--- src/hw/rtl/itoar_pkg.sv ---
// Shared types, constants and helpers for the radix integer-to-text converter.
// No dependencies; used by itoar_div and the top level (itoar_ram does not use it).
package itoar_pkg;

	localparam int BASE_BITS  = 6;
	localparam int DIGIT_BITS = 6;
	localparam int CHAR_BITS  = 7;

	localparam logic [BASE_BITS-1:0] BASE_MIN   = 6'd2;
	localparam logic [BASE_BITS-1:0] BASE_MAX   = 6'd36;
	localparam logic [BASE_BITS-1:0] BASE_DEC   = 6'd10;
	localparam logic [BASE_BITS-1:0] BASE_RESET = 6'd10;

	localparam logic [DIGIT_BITS-1:0] DIGIT_MAX = 6'd9;

	localparam logic [CHAR_BITS-1:0] CHAR_MINUS = 7'h2d;
	localparam logic [CHAR_BITS-1:0] CHAR_ZERO  = 7'h30;
	localparam logic [CHAR_BITS-1:0] CHAR_A_LC  = 7'h61;

	typedef enum logic [2:0] {
		S_IDLE,
		S_DIV,
		S_SIGN,
		S_RD,
		S_EMIT
	} state_t;

	typedef struct packed {
		logic load;
		logic again;
	} div_cmd_t;

	typedef struct packed {
		logic done;
		logic quot_zero;
	} div_stat_t;

	function automatic logic [BASE_BITS-1:0] clamp_base(input logic [BASE_BITS-1:0] b);
		logic [BASE_BITS-1:0] r;
		r = b;
		if (b < BASE_MIN) begin
			r = BASE_MIN;
		end else if (b > BASE_MAX) begin
			r = BASE_MAX;
		end
		return r;
	endfunction

	function automatic logic [CHAR_BITS-1:0] digit_char(input logic [DIGIT_BITS-1:0] d);
		logic [CHAR_BITS-1:0] c;
		if (d > DIGIT_MAX) begin
			c = CHAR_A_LC + CHAR_BITS'(d) - CHAR_BITS'(DIGIT_MAX) - CHAR_BITS'(1);
		end else begin
			c = CHAR_ZERO + CHAR_BITS'(d);
		end
		return c;
	endfunction

endpackage

--- src/hw/rtl/itoar_ram.sv ---
// Generic single-write, single-read RAM with registered read data.
// No dependencies.
module itoar_ram #(
	parameter int WIDTH = 6,
	parameter int DEPTH = 32
) (
	input  logic                     clk,
	input  logic                     we,
	input  logic [$clog2(DEPTH)-1:0] waddr,
	input  logic [WIDTH-1:0]         wdata,
	input  logic [$clog2(DEPTH)-1:0] raddr,
	output logic [WIDTH-1:0]         rdata
);

	logic [WIDTH-1:0] mem_q [DEPTH];

	always_ff @(posedge clk) begin
		if (we) begin
			mem_q[waddr] <= wdata;
		end
		rdata <= mem_q[raddr];
	end

endmodule

--- src/hw/rtl/itoar_div.sv ---
// Bit-serial restoring divider: one quotient bit per cycle, quotient kept in place.
// Depends on itoar_pkg for the command and status structs.
module itoar_div #(
	parameter int WORD_BITS = 32
) (
	input  logic                             clk,
	input  logic                             arst_n,
	input  itoar_pkg::div_cmd_t              cmd,
	input  logic [WORD_BITS-1:0]             dividend,
	input  logic [itoar_pkg::BASE_BITS-1:0]  divisor,
	output itoar_pkg::div_stat_t             stat,
	output logic [itoar_pkg::DIGIT_BITS-1:0] remainder
);

	localparam int BIT_W = $clog2(WORD_BITS);

	logic [WORD_BITS-1:0]              word_q;
	logic [itoar_pkg::BASE_BITS-1:0]   base_q;
	logic [itoar_pkg::DIGIT_BITS-1:0]  rem_q;
	logic [BIT_W-1:0]                  bit_q;
	logic                              busy_q;
	logic                              done_q;
	logic [itoar_pkg::DIGIT_BITS:0]    trial;
	logic                              qbit;
	logic [itoar_pkg::DIGIT_BITS-1:0]  rem_next;

	// remainder stays below the base, so one extra bit covers the trial value
	always_comb begin
		trial = {rem_q, word_q[WORD_BITS-1]};
		qbit  = trial >= {1'b0, base_q};
		if (qbit) begin
			rem_next = itoar_pkg::DIGIT_BITS'(trial - {1'b0, base_q});
		end else begin
			rem_next = trial[itoar_pkg::DIGIT_BITS-1:0];
		end
	end

	always_ff @(posedge clk or negedge arst_n) begin
		if (!arst_n) begin
			busy_q <= 1'b0;
			done_q <= 1'b0;
		end else begin
			done_q <= 1'b0;
			if (cmd.load || cmd.again) begin
				busy_q <= 1'b1;
			end else if (busy_q && bit_q == '0) begin
				busy_q <= 1'b0;
				done_q <= 1'b1;
			end
		end
	end

	always_ff @(posedge clk) begin
		if (cmd.load) begin
			word_q <= dividend;
			base_q <= divisor;
			rem_q  <= '0;
			bit_q  <= BIT_W'(WORD_BITS - 1);
		end else if (cmd.again) begin
			rem_q <= '0;
			bit_q <= BIT_W'(WORD_BITS - 1);
		end else if (busy_q) begin
			word_q <= {word_q[WORD_BITS-2:0], qbit};
			rem_q  <= rem_next;
			bit_q  <= bit_q - BIT_W'(1);
		end
	end

	assign stat.done      = done_q;
	assign stat.quot_zero = (word_q == '0);
	assign remainder      = rem_q;

endmodule

--- src/hw/rtl/integer_to_ascii_radix_core.sv ---
// Top level of the radix integer-to-text converter.
// Depends on itoar_pkg, itoar_div and itoar_ram.
//
// Converts one WORD_BITS-bit word per item into ASCII text in the radix held in
// the number_base register (written through cfg_data, clamped to 2..36, reset 10);
// base ten prints a '-' and the magnitude for words with the top bit set, other
// bases treat the word as unsigned. Characters leave most significant first, one
// per output word, with last_char set on the final one. The bit-serial divider
// yields the digits least significant first into the digit RAM; they are then
// read back in reverse, each character passing a read state and an emit state,
// after a sign state when a sign is printed. The sign and emit states wait while
// the output is stalled, and no new word is taken until the item is through.
// The next word is taken while the last character still waits in the output
// register. cfg_ready is always high; write the base only while the block is idle.
module integer_to_ascii_radix_core #(
	parameter int WORD_BITS = 32
) (
	input  logic                             clk,
	input  logic                             arst_n,
	input  logic                             cfg_valid,
	output logic                             cfg_ready,
	input  logic [itoar_pkg::BASE_BITS-1:0]  cfg_data,
	input  logic                             in_valid,
	output logic                             in_stall,
	input  logic [WORD_BITS-1:0]             value_word,
	output logic                             out_valid,
	input  logic                             out_stall,
	output logic [itoar_pkg::CHAR_BITS-1:0]  char_code,
	output logic                             last_char
);

	localparam int CNT_W  = $clog2(WORD_BITS + 1);
	localparam int ADDR_W = $clog2(WORD_BITS);

	itoar_pkg::state_t                state_q, state_d;
	logic [itoar_pkg::BASE_BITS-1:0]  base_q;
	logic [CNT_W-1:0]                 count_q, count_d, count_dec;
	logic                             neg_q;
	logic                             out_valid_q;
	logic [itoar_pkg::CHAR_BITS-1:0]  char_q;
	logic                             last_q;

	logic                             accept;
	logic                             slot_free;
	logic                             out_load;
	logic [itoar_pkg::CHAR_BITS-1:0]  out_char;
	logic                             out_last;
	logic [itoar_pkg::BASE_BITS-1:0]  eff_base;
	logic                             is_neg;
	logic [WORD_BITS-1:0]             magnitude;

	itoar_pkg::div_cmd_t              div_cmd;
	itoar_pkg::div_stat_t             div_stat;
	logic [itoar_pkg::DIGIT_BITS-1:0] div_rem;
	logic                             ram_we;
	logic [itoar_pkg::DIGIT_BITS-1:0] ram_rdata;

	assign cfg_ready = 1'b1;
	assign in_stall  = (state_q != itoar_pkg::S_IDLE);
	assign accept    = in_valid && !in_stall;
	assign slot_free = !out_valid_q || !out_stall;
	assign count_dec = count_q - CNT_W'(1);

	assign eff_base  = itoar_pkg::clamp_base(base_q);
	assign is_neg    = (eff_base == itoar_pkg::BASE_DEC) && value_word[WORD_BITS-1];
	assign magnitude = is_neg ? ('0 - value_word) : value_word;

	always_comb begin
		state_d       = state_q;
		count_d       = count_q;
		div_cmd.load  = 1'b0;
		div_cmd.again = 1'b0;
		ram_we        = 1'b0;
		out_load      = 1'b0;
		out_char      = itoar_pkg::digit_char(ram_rdata);
		out_last      = (count_q == CNT_W'(1));
		unique case (state_q)
			itoar_pkg::S_IDLE: begin
				if (accept) begin
					div_cmd.load = 1'b1;
					count_d      = '0;
					state_d      = itoar_pkg::S_DIV;
				end
			end
			itoar_pkg::S_DIV: begin
				if (div_stat.done) begin
					ram_we  = 1'b1;
					count_d = count_q + CNT_W'(1);
					if (div_stat.quot_zero || count_q == CNT_W'(WORD_BITS - 1)) begin
						state_d = neg_q ? itoar_pkg::S_SIGN : itoar_pkg::S_RD;
					end else begin
						div_cmd.again = 1'b1;
					end
				end
			end
			itoar_pkg::S_SIGN: begin
				out_char = itoar_pkg::CHAR_MINUS;
				out_last = 1'b0;
				if (slot_free) begin
					out_load = 1'b1;
					state_d  = itoar_pkg::S_RD;
				end
			end
			itoar_pkg::S_RD: begin
				state_d = itoar_pkg::S_EMIT;
			end
			itoar_pkg::S_EMIT: begin
				if (slot_free) begin
					out_load = 1'b1;
					count_d  = count_dec;
					state_d  = (count_q == CNT_W'(1)) ? itoar_pkg::S_IDLE : itoar_pkg::S_RD;
				end
			end
			default: begin
				state_d = itoar_pkg::S_IDLE;
			end
		endcase
	end

	always_ff @(posedge clk or negedge arst_n) begin
		if (!arst_n) begin
			state_q     <= itoar_pkg::S_IDLE;
			count_q     <= '0;
			neg_q       <= 1'b0;
			base_q      <= itoar_pkg::BASE_RESET;
			out_valid_q <= 1'b0;
		end else begin
			state_q <= state_d;
			count_q <= count_d;
			if (accept) begin
				neg_q <= is_neg;
			end
			if (cfg_valid && cfg_ready) begin
				base_q <= cfg_data;
			end
			if (out_load) begin
				out_valid_q <= 1'b1;
			end else if (!out_stall) begin
				out_valid_q <= 1'b0;
			end
		end
	end

	// hold the character while the receiver stalls
	always_ff @(posedge clk) begin
		if (out_load) begin
			char_q <= out_char;
			last_q <= out_last;
		end
	end

	assign out_valid = out_valid_q;
	assign char_code = char_q;
	assign last_char = last_q;

	itoar_div #(
		.WORD_BITS(WORD_BITS)
	) u_div (
		.clk       (clk),
		.arst_n    (arst_n),
		.cmd       (div_cmd),
		.dividend  (magnitude),
		.divisor   (eff_base),
		.stat      (div_stat),
		.remainder (div_rem)
	);

	itoar_ram #(
		.WIDTH(itoar_pkg::DIGIT_BITS),
		.DEPTH(WORD_BITS)
	) u_digits (
		.clk   (clk),
		.we    (ram_we),
		.waddr (count_q[ADDR_W-1:0]),
		.wdata (div_rem),
		.raddr (count_dec[ADDR_W-1:0]),
		.rdata (ram_rdata)
	);

`ifndef SYNTH
	a_emit_has_digit: assert property (@(posedge clk) disable iff (!arst_n)
		(state_q == itoar_pkg::S_EMIT) |-> (count_q != '0))
		else $error("emit state with empty digit count");

	a_done_in_div: assert property (@(posedge clk) disable iff (!arst_n)
		div_stat.done |-> (state_q == itoar_pkg::S_DIV))
		else $error("divider finished outside the divide state");

	a_accept_starts_div: assert property (@(posedge clk) disable iff (!arst_n)
		accept |=> (state_q == itoar_pkg::S_DIV))
		else $error("accepted word did not start a division");

	a_last_ends_item: assert property (@(posedge clk) disable iff (!arst_n)
		(out_load && out_last) |=> (state_q == itoar_pkg::S_IDLE))
		else $error("last character loaded but conversion not finished");

	a_count_bound: assert property (@(posedge clk) disable iff (!arst_n)
		count_q <= CNT_W'(WORD_BITS))
		else $error("digit count beyond store depth");
`endif

endmodule
--- config.mk ---
export PLATFORM = sky130hd
export DESIGN_NAME = integer_to_ascii_radix_core
export DESIGN_NICKNAME = d
export VERILOG_FILES = /design/src/hw/rtl/itoar_pkg.sv /design/src/hw/rtl/itoar_ram.sv /design/src/hw/rtl/itoar_div.sv /design/src/hw/rtl/integer_to_ascii_radix_core.sv
export SDC_FILE = /design/constraint.sdc
export NUM_CORES = 1
export LEC_CHECK = 0
export ABC_AREA = 1
export BUFFER_PORTS_ARGS = -buffer_cell sky130_fd_sc_hd__buf_2
export CAP_MARGIN = 25
export CORE_UTILIZATION = 39
export DETAILED_ROUTE_END_ITERATION = 6
export SETUP_SLACK_MARGIN = 0.15
export SYNTH_ARGS = -nofsm -noshare
export SYNTH_HDL_FRONTEND = slang
export SYNTH_SLANG_ARGS = --single-unit
--- constraint.sdc ---
create_clock -name clk -period 7.6 [get_ports clk]
set_clock_uncertainty 0.15 [all_clocks]
set_input_delay 1.52 -clock clk [delete_from_list [all_inputs] [get_ports clk]]
set_output_delay 1.52 -clock clk [all_outputs]
set_load 0.005 [all_outputs]
==> flow_metrics.env, run 1 <==
export IMPL_run_status="finished, final reports clean"
export IMPL_drc=0
export IMPL_critPathBufInv=5
export IMPL_netlist_area_mm2=0.0131
export IMPL_clk_latency_ns=0.57
export IMPL_ys_ff_latch=274
export IMPL_ant_nets=0
export IMPL_drt_initial_drc_count=776
export IMPL_crit_fanout=21
export IMPL_worst_hold_slack_ns=0.326
export IMPL_r2r_slack_ns=4.31
export IMPL_hold_class="flip-flop to flip-flop"
export IMPL_critPathMaxStageDelay_ns=0.62
export IMPL_hold_violations=0
export IMPL_fmax_mhz=296
export IMPL_viasPerCell=5.24
export IMPL_grt_use_total_pct=18.5
export IMPL_io_buffers=52
export IMPL_post_cts_resized=0
export IMPL_routabilityCongestion=0.856
export IMPL_area_growth_syn_to_layout_pct=12.5
export IMPL_boundaryPins=54
export IMPL_grt_pass1_wl_um=49700
export IMPL_die_width_um=185
export IMPL_vias=9734
export IMPL_synth_warnings=0
export IMPL_netlist_area_leader_share_pct=54.7
export IMPL_syn_instance_count=1358
export IMPL_wl_met2_um=15000
export IMPL_drtPass1Iterations=5
export IMPL_initial_core_util_pct=39.9
export IMPL_p_leak_nw=5.55
export IMPL_cts_buffers=30
export IMPL_highest_layer="met4"
export IMPL_finalSetupViolations=0
export IMPL_tns_ns=0
export IMPL_slew_limit_headroom_pct=30.8
export IMPL_worstPathCellList="buf_2 -> inv_1 -> nor2_2 -> buf_4 -> a21oi_1 -> inv_1 -> buf_16"
export IMPL_crit_required_ns=7.71
export IMPL_dp_hpwl_um=20300
export IMPL_grt_max_degree=100
export IMPL_path_common_cell="inv_1"
export IMPL_cts_tree="done"
export IMPL_yosys_top_cells_area="edfxtp_1 55%, nand2_1 9.4%, nor2_1 6.6%, o21ai_0 4.7%, dfrtp_1 3.3%"
export IMPL_utilization_pct=44.9
export IMPL_grt_pass1_vias=9256
export IMPL_met1_length_um=14400
export IMPL_synth_top_area_cell="edfxtp_1"
export IMPL_synth_net_count=1421
export IMPL_clockRootBuffer="clkbuf_16"
export IMPL_vdd_ir_drop_max_mv=0.267
export IMPL_cts_sinks=274
export IMPL_synth_distinct_cells=43
export IMPL_layout_drive_gt1_share_pct=9.24
export IMPL_wl_per_cell_um=16.9
export IMPL_antenna_found_initial=0
export IMPL_power_mw=5.66
export IMPL_cp_slowest_cell="nor2_2"
export IMPL_rsz0062_at_grt="false"
export IMPL_path_clk_slew_ns=0.06
export IMPL_cp_end_kind="flip-flop"
export IMPL_worst_pin_slew_ns=1.04
export IMPL_synthesis_area_per_instance_um2=9.63
export IMPL_cp_start_kind="input pin"
export IMPL_postCtsHoldBufs=0
export IMPL_critical_path_top_delay_family="buffers and inverters"
export IMPL_diodes=0
export IMPL_p_per_area_mw_per_mm2=385
export IMPL_wl_um=31400
export IMPL_arrival_ns=3.49
export IMPL_postCtsSetupBuffers=0
export IMPL_max_cap_violations=0
export IMPL_final_nets=1460
export IMPL_min_period_ns=3.38
export IMPL_cts_max_path_buffers=3
export IMPL_final_period_utilization_pct=44.5
export IMPL_synth_seq_area_share_pct=60.9
export IMPL_maxSlewViolCount=0
export IMPL_criticalPathCategory="input pin to flip-flop"
export IMPL_die_y_um=185
export IMPL_rows=66
export IMPL_dieArea_mm2=0.0343
export IMPL_core_area_mm2=0.0328
export IMPL_cts_max_level=1
export IMPL_grt_ovfl_total=0
export IMPL_wl_met3_um=1310
==> final timing paths <==
kind / startpoint / end / depth (start not counted)
max: in_valid / u_div.word_q[7] / 7
min: u_div.bit_q[2] / u_div.bit_q[2] / 2
max reg2reg: count_q[0] / u_div.word_q[7] / 9
min reg2reg: u_div.bit_q[2] / u_div.bit_q[2] / 2
max in group asynchronous: arst_n / count_q[0] / 1
min in group asynchronous: arst_n / count_q[4] / 1
==> placed cells by master, fill, tap and decap left out, types with 17 or more instances in the layout <==
cell | synthesis | final
ha_1 | 19 | 19
o221ai_1 | 36 | 36
nand3_1 | 78 | 78
inv_1 | 70 | 69
buf_2 | 20 | 52
nor2_1 | 230 | 229
a21oi_1 | 23 | 23
nand2_1 | 329 | 329
nand4_1 | 18 | 18
clkbuf_16 | 0 | 31
o21ai_0 | 122 | 122
dfxtp_1 | 17 | 17
edfxtp_1 | 238 | 238
==> stage by stage <==
step / cell area [um2] / instances / setup WS, ns
floorplan: 13100 / 1358 / 4.57
finish: 14700 / 1859 / 4.22
detailed placement: 13800 / 1807 / 3.65
CTS: 14700 / 1859 / 4.20
global route: 14700 / 1859 / 4.05
global placement: 13700 / 1805 / 3.43
==> tightest hold or removal path, cell delays in order (launching register included) <==
cell     delay (ns)
dfxtp_1        0.33
nand2_1        0.05
nand3_1        0.06
==> kinds of logic (layout without fill, tap and decap cells) <==
kind of cell / Yosys count / count (layout) / share of synthesized area [%]
AND/OR/NAND/NOR: 674 / 674 / 20.8
other: 1 / 1 / 0.0287
AO/OA/AOI/OAI: 235 / 235 / 10.8
XOR/XNOR: 19 / 19 / 1.33
flip-flops: 274 / 274 / 60.9
adder cells (fa/ha/maj): 20 / 20 / 1.97
buffers and inverters: 135 / 194 / 4.13
==> registers in the layout, summed over array words and instances, names as in the netlist <==
signal / flops
base_q: 6
char_code: 7
count_q: 6
last_char: 1
neg_q: 1
out_valid: 1
state_q: 3
u_digits.mem_q: 192
u_digits.rdata: 6
u_div.base_q: 6
u_div.bit_q: 5
u_div.busy_q: 1
u_div.done_q: 1
u_div.remainder: 6
u_div.word_q: 32
==> synthesized netlist by cell type (all sizes together) <==
| cell | instances |
|---|---|
| clkbuf | 37 |
| inv | 76 |
| o21ai | 133 |
| a32oi | 1 |
| nor4 | 2 |
| a31oi | 1 |
| o22ai | 14 |
| o221ai | 36 |
| fa | 1 |
| edfxtp | 238 |
| conb | 1 |
| a21boi | 1 |
| nand3b | 1 |
| dfstp | 2 |
| nand4 | 18 |
| a21o | 1 |
| nand2 | 331 |
| ha | 19 |
| clkinv | 1 |
| nor2 | 233 |
| dfrtp | 17 |
| xor2 | 13 |
| dfxtp | 17 |
| or2 | 5 |
| o31ai | 1 |
| a21oi | 23 |
| xnor2 | 6 |
| o211ai | 14 |
| nand3 | 80 |
| nor3 | 4 |
| a22oi | 3 |
| buf | 21 |
| o21bai | 7 |
==> cell type report <==
cell class / instances / area, um2
repair buffers: 65 / 385
multi-input cells: 949 / 4570
well taps: 442 / 553
fillers: 3149 / 18100
clock inverters: 10 / 103
inverters: 77 / 290
clock buffers: 42 / 837
flip-flops and latches: 274 / 7970
==> power by group <==
| group | switching, mW | internal (mW) | leakage [nW] | total, mW |
|---|---|---|---|---|
| Sequential | 0.120 | 2.03 | 2.55 | 2.15 |
| Combinational | 1.49 | 0.632 | 2.54 | 2.12 |
| Clock | 0.585 | 0.802 | 0.456 | 1.39 |
| Total | 2.20 | 3.46 | 5.55 | 5.66 |
==> metal layers <==
layer	up-vias	GRT usage (%)
li1	4786	-
met1	4694	25.5
met2	209	30.9
met3	45	2.12
met4	0	5.02
met5	-	0
Note: power is estimated with default switching activity, not from simulation.
==> run 2, diff against run 1 <==
Clock period 7.6 ns to 3 ns, I/O delays scaled along.
==> run 2 against run 1 <==
  * Total power grew to 2.6 times the previous value
  * First-iteration DRC count unchanged
  * Cell area increased by 1.1%
  * Highest routed layer unchanged
  * Largest power group is now combinational logic
  * Routed wire length grew 2.3%
  * Sequential power grew to 2.5 times the previous value
  * Global-route usage increased by 0.27 points
  * Clock-buffer cell count is 5 lower
  * Register-to-register slack got worse by 4.0 ns
  * Clock power rose to 2.8 times the previous value
  * Critical path depth is the same
==> flow_metrics.env, run 2 (same netlist as run 1, synthesis figures left out) <==
export IMPL_worst_pin_slew_ns=0.736
export IMPL_diodes=0
export IMPL_arrival_ns=2.80
export IMPL_hold_violations=0
export IMPL_cp_start_kind="flip-flop"
export IMPL_mostFrequentLayoutCells="329 x nand2_1, 238 x edfxtp_1, 222 x nor2_1"
export IMPL_grt_pass1_wl_um=50000
export IMPL_finalSetupViolations=0
export IMPL_ant_nets=0
export IMPL_routabilityCongestion=0.858
export IMPL_regMostFlops="u_digits.mem_q"
export IMPL_antenna_found_initial=0
export IMPL_wl_um=32100
export IMPL_rr_endpoint="u_digits.mem_q[2][3]"
export IMPL_die_y_um=185
export IMPL_path_clk_slew_ns=0.06
export IMPL_grt_pass1_vias=9125
export IMPL_rsz0062_at_grt="true"
export IMPL_drtPass1Iterations=5
export IMPL_cts_max_level=1
export IMPL_postCtsSetupBuffers=0
export IMPL_final_period_utilization_pct=91.3
export IMPL_boundaryPins=54
export IMPL_drt_initial_drc_count=776
export IMPL_cts_tree="done"
export IMPL_combPwrFrac_pct=37.2
export IMPL_maxSlewViolCount=0
export IMPL_core_area_mm2=0.0328
export IMPL_p_per_area_mw_per_mm2=994
export IMPL_vias=9746
export IMPL_rows=66
export IMPL_p_leak_nw=5.63
export IMPL_cp_end_kind="flip-flop"
export IMPL_drc=0
export IMPL_slew_limit_headroom_pct=50.7
export IMPL_hold_class="input pin to flip-flop"
export IMPL_cts_sinks=274
export IMPL_crit_fanout=8
export IMPL_area_growth_syn_to_layout_pct=13.7
export IMPL_tns_ns=0
export IMPL_seqPwrFrac_pct=36.9
export IMPL_clockPowerShare_pct=25.9
export IMPL_r2r_cells=7
export IMPL_min_delay_start="cfg_data[1]"
export IMPL_layout_commonest_cell="nand2_1"
export IMPL_switchingPower_mw=5.65
export IMPL_final_nets=1468
export IMPL_min_to="base_q[1]"
export IMPL_viasPerCell=5.21
export IMPL_crit_required_ns=3.07
export IMPL_min_period_ns=2.74
export IMPL_run_status="finished, final reports clean"
export IMPL_hold_depth=3
export IMPL_power_mw=14.8
export IMPL_clk_latency_ns=0.57
export IMPL_grt_use_total_pct=18.8
export IMPL_dp_hpwl_um=21200
export IMPL_p_sw_share_pct=38.3
export IMPL_grt_max_degree=51
export IMPL_cts_buffers=29
export IMPL_fmax_mhz=365
export IMPL_clockRootBuffer="clkbuf_16"
export IMPL_layout_drive_gt1_share_pct=10.8
export IMPL_cts_max_path_buffers=3
export IMPL_criticalPathCategory="flip-flop to flip-flop"
export IMPL_initial_core_util_pct=39.9
export IMPL_die_width_um=185
export IMPL_grt_ovfl_total=0
export IMPL_p_int_mw=9.12
export IMPL_vdd_ir_drop_max_mv=0.558
export IMPL_r2r_slack_ns=0.26
export IMPL_io_buffers=52
export IMPL_crit_reg2reg_launch="state_q[2]"
export IMPL_dieArea_mm2=0.0343
export IMPL_largest_reg_flops=192
export IMPL_wl_per_cell_um=17.2
export IMPL_max_cap_violations=0
==> run 2: changes by cell type in the layout (fill, tap and decap cells not counted), sizes merged <==
cell,previous run,this run
clkbuf,42,37
clkinv,8,10
buf,65,73
dlygate4sd3,0,1
clkinvlp,0,1
bufinv,1,5
==> run 2: cell type report <==
cell class                      instances  area [um2]
Timing Repair Buffer                   74         428
Sequential cell                       274        7970
Fill cell                            3153       17900
Multi-Input combinational cell        949        4590
Clock buffer                           37         796
Inverter                               77         290
Clock inverter                         17         240
Tap cell                              442         553
==> run 2: layer usage <==
layer	vias up	GRT usage [%]	share of wire, %
met5	-	0	0
met3	51	2.73	4.6
met2	244	30.6	47
met1	4646	26.2	46
met4	0	4.86	2.3
li1	4805	-	-
==> run 2: worst max path at each step <==
stage	start	to	slack, ns	depth (start not counted)
2_1_floorplan	count_q[0]	u_digits.rdata[2]	0.50	14
3_3_place_gp	state_q[2]	u_digits.mem_q[2][5]	0.42	7
3_5_place_dp	state_q[2]	u_digits.mem_q[2][5]	0.28	7
4_1_cts	state_q[2]	u_digits.mem_q[26][3]	0.26	7
5_1_grt	state_q[2]	u_digits.mem_q[2][0]	0.06	7
6_report	state_q[2]	u_digits.mem_q[2][3]	0.26	7
==> run 2: critical path, stage by stage, from the launching register on <==
cell and delay (ns):
dfrtp_1 0.41, inv_1 0.10, nand2_1 0.12, nor2_2 0.21
inv_1 0.15, nor2_1 0.24, nand2_1 0.44, nor2_1 0.56
==> run 2: repair_timing <==
item,CTS,global route
endpoints found under the hold margin,17,0
setup endpoints to repair,0,90
hold buffers,1,0
resized for setup,0,7
==> run 2: through the flow <==
stage / instances / instance area, um2 / hold slack [ns] / worst slack, ns / util [%]
6_report: 1870 / 14900 / 0.0989 / 0.262 / 45.3
3_3_place_gp: 1815 / 13800 / 0.299 / 0.422 / 42.1
3_5_place_dp: 1815 / 13800 / 0.306 / 0.277 / 42.1
2_1_floorplan: 1358 / 13100 / 0.154 / 0.503 / -
4_1_cts: 1870 / 14800 / 0.0760 / 0.256 / 45.3
5_1_grt: 1870 / 14900 / 0.0965 / 0.0592 / 45.3
==> run 2: power groups by stage <==
stage          Clock (mW)  Sequential, mW  Combinational [mW]
3_3_place_gp            0            5.51                5.45
5_1_grt              4.02            5.50                6.13
6_report             3.83            5.45                5.50
4_1_cts              3.91            5.45                5.49
2_1_floorplan           0            5.59                3.51
3_5_place_dp            0            5.52                5.47
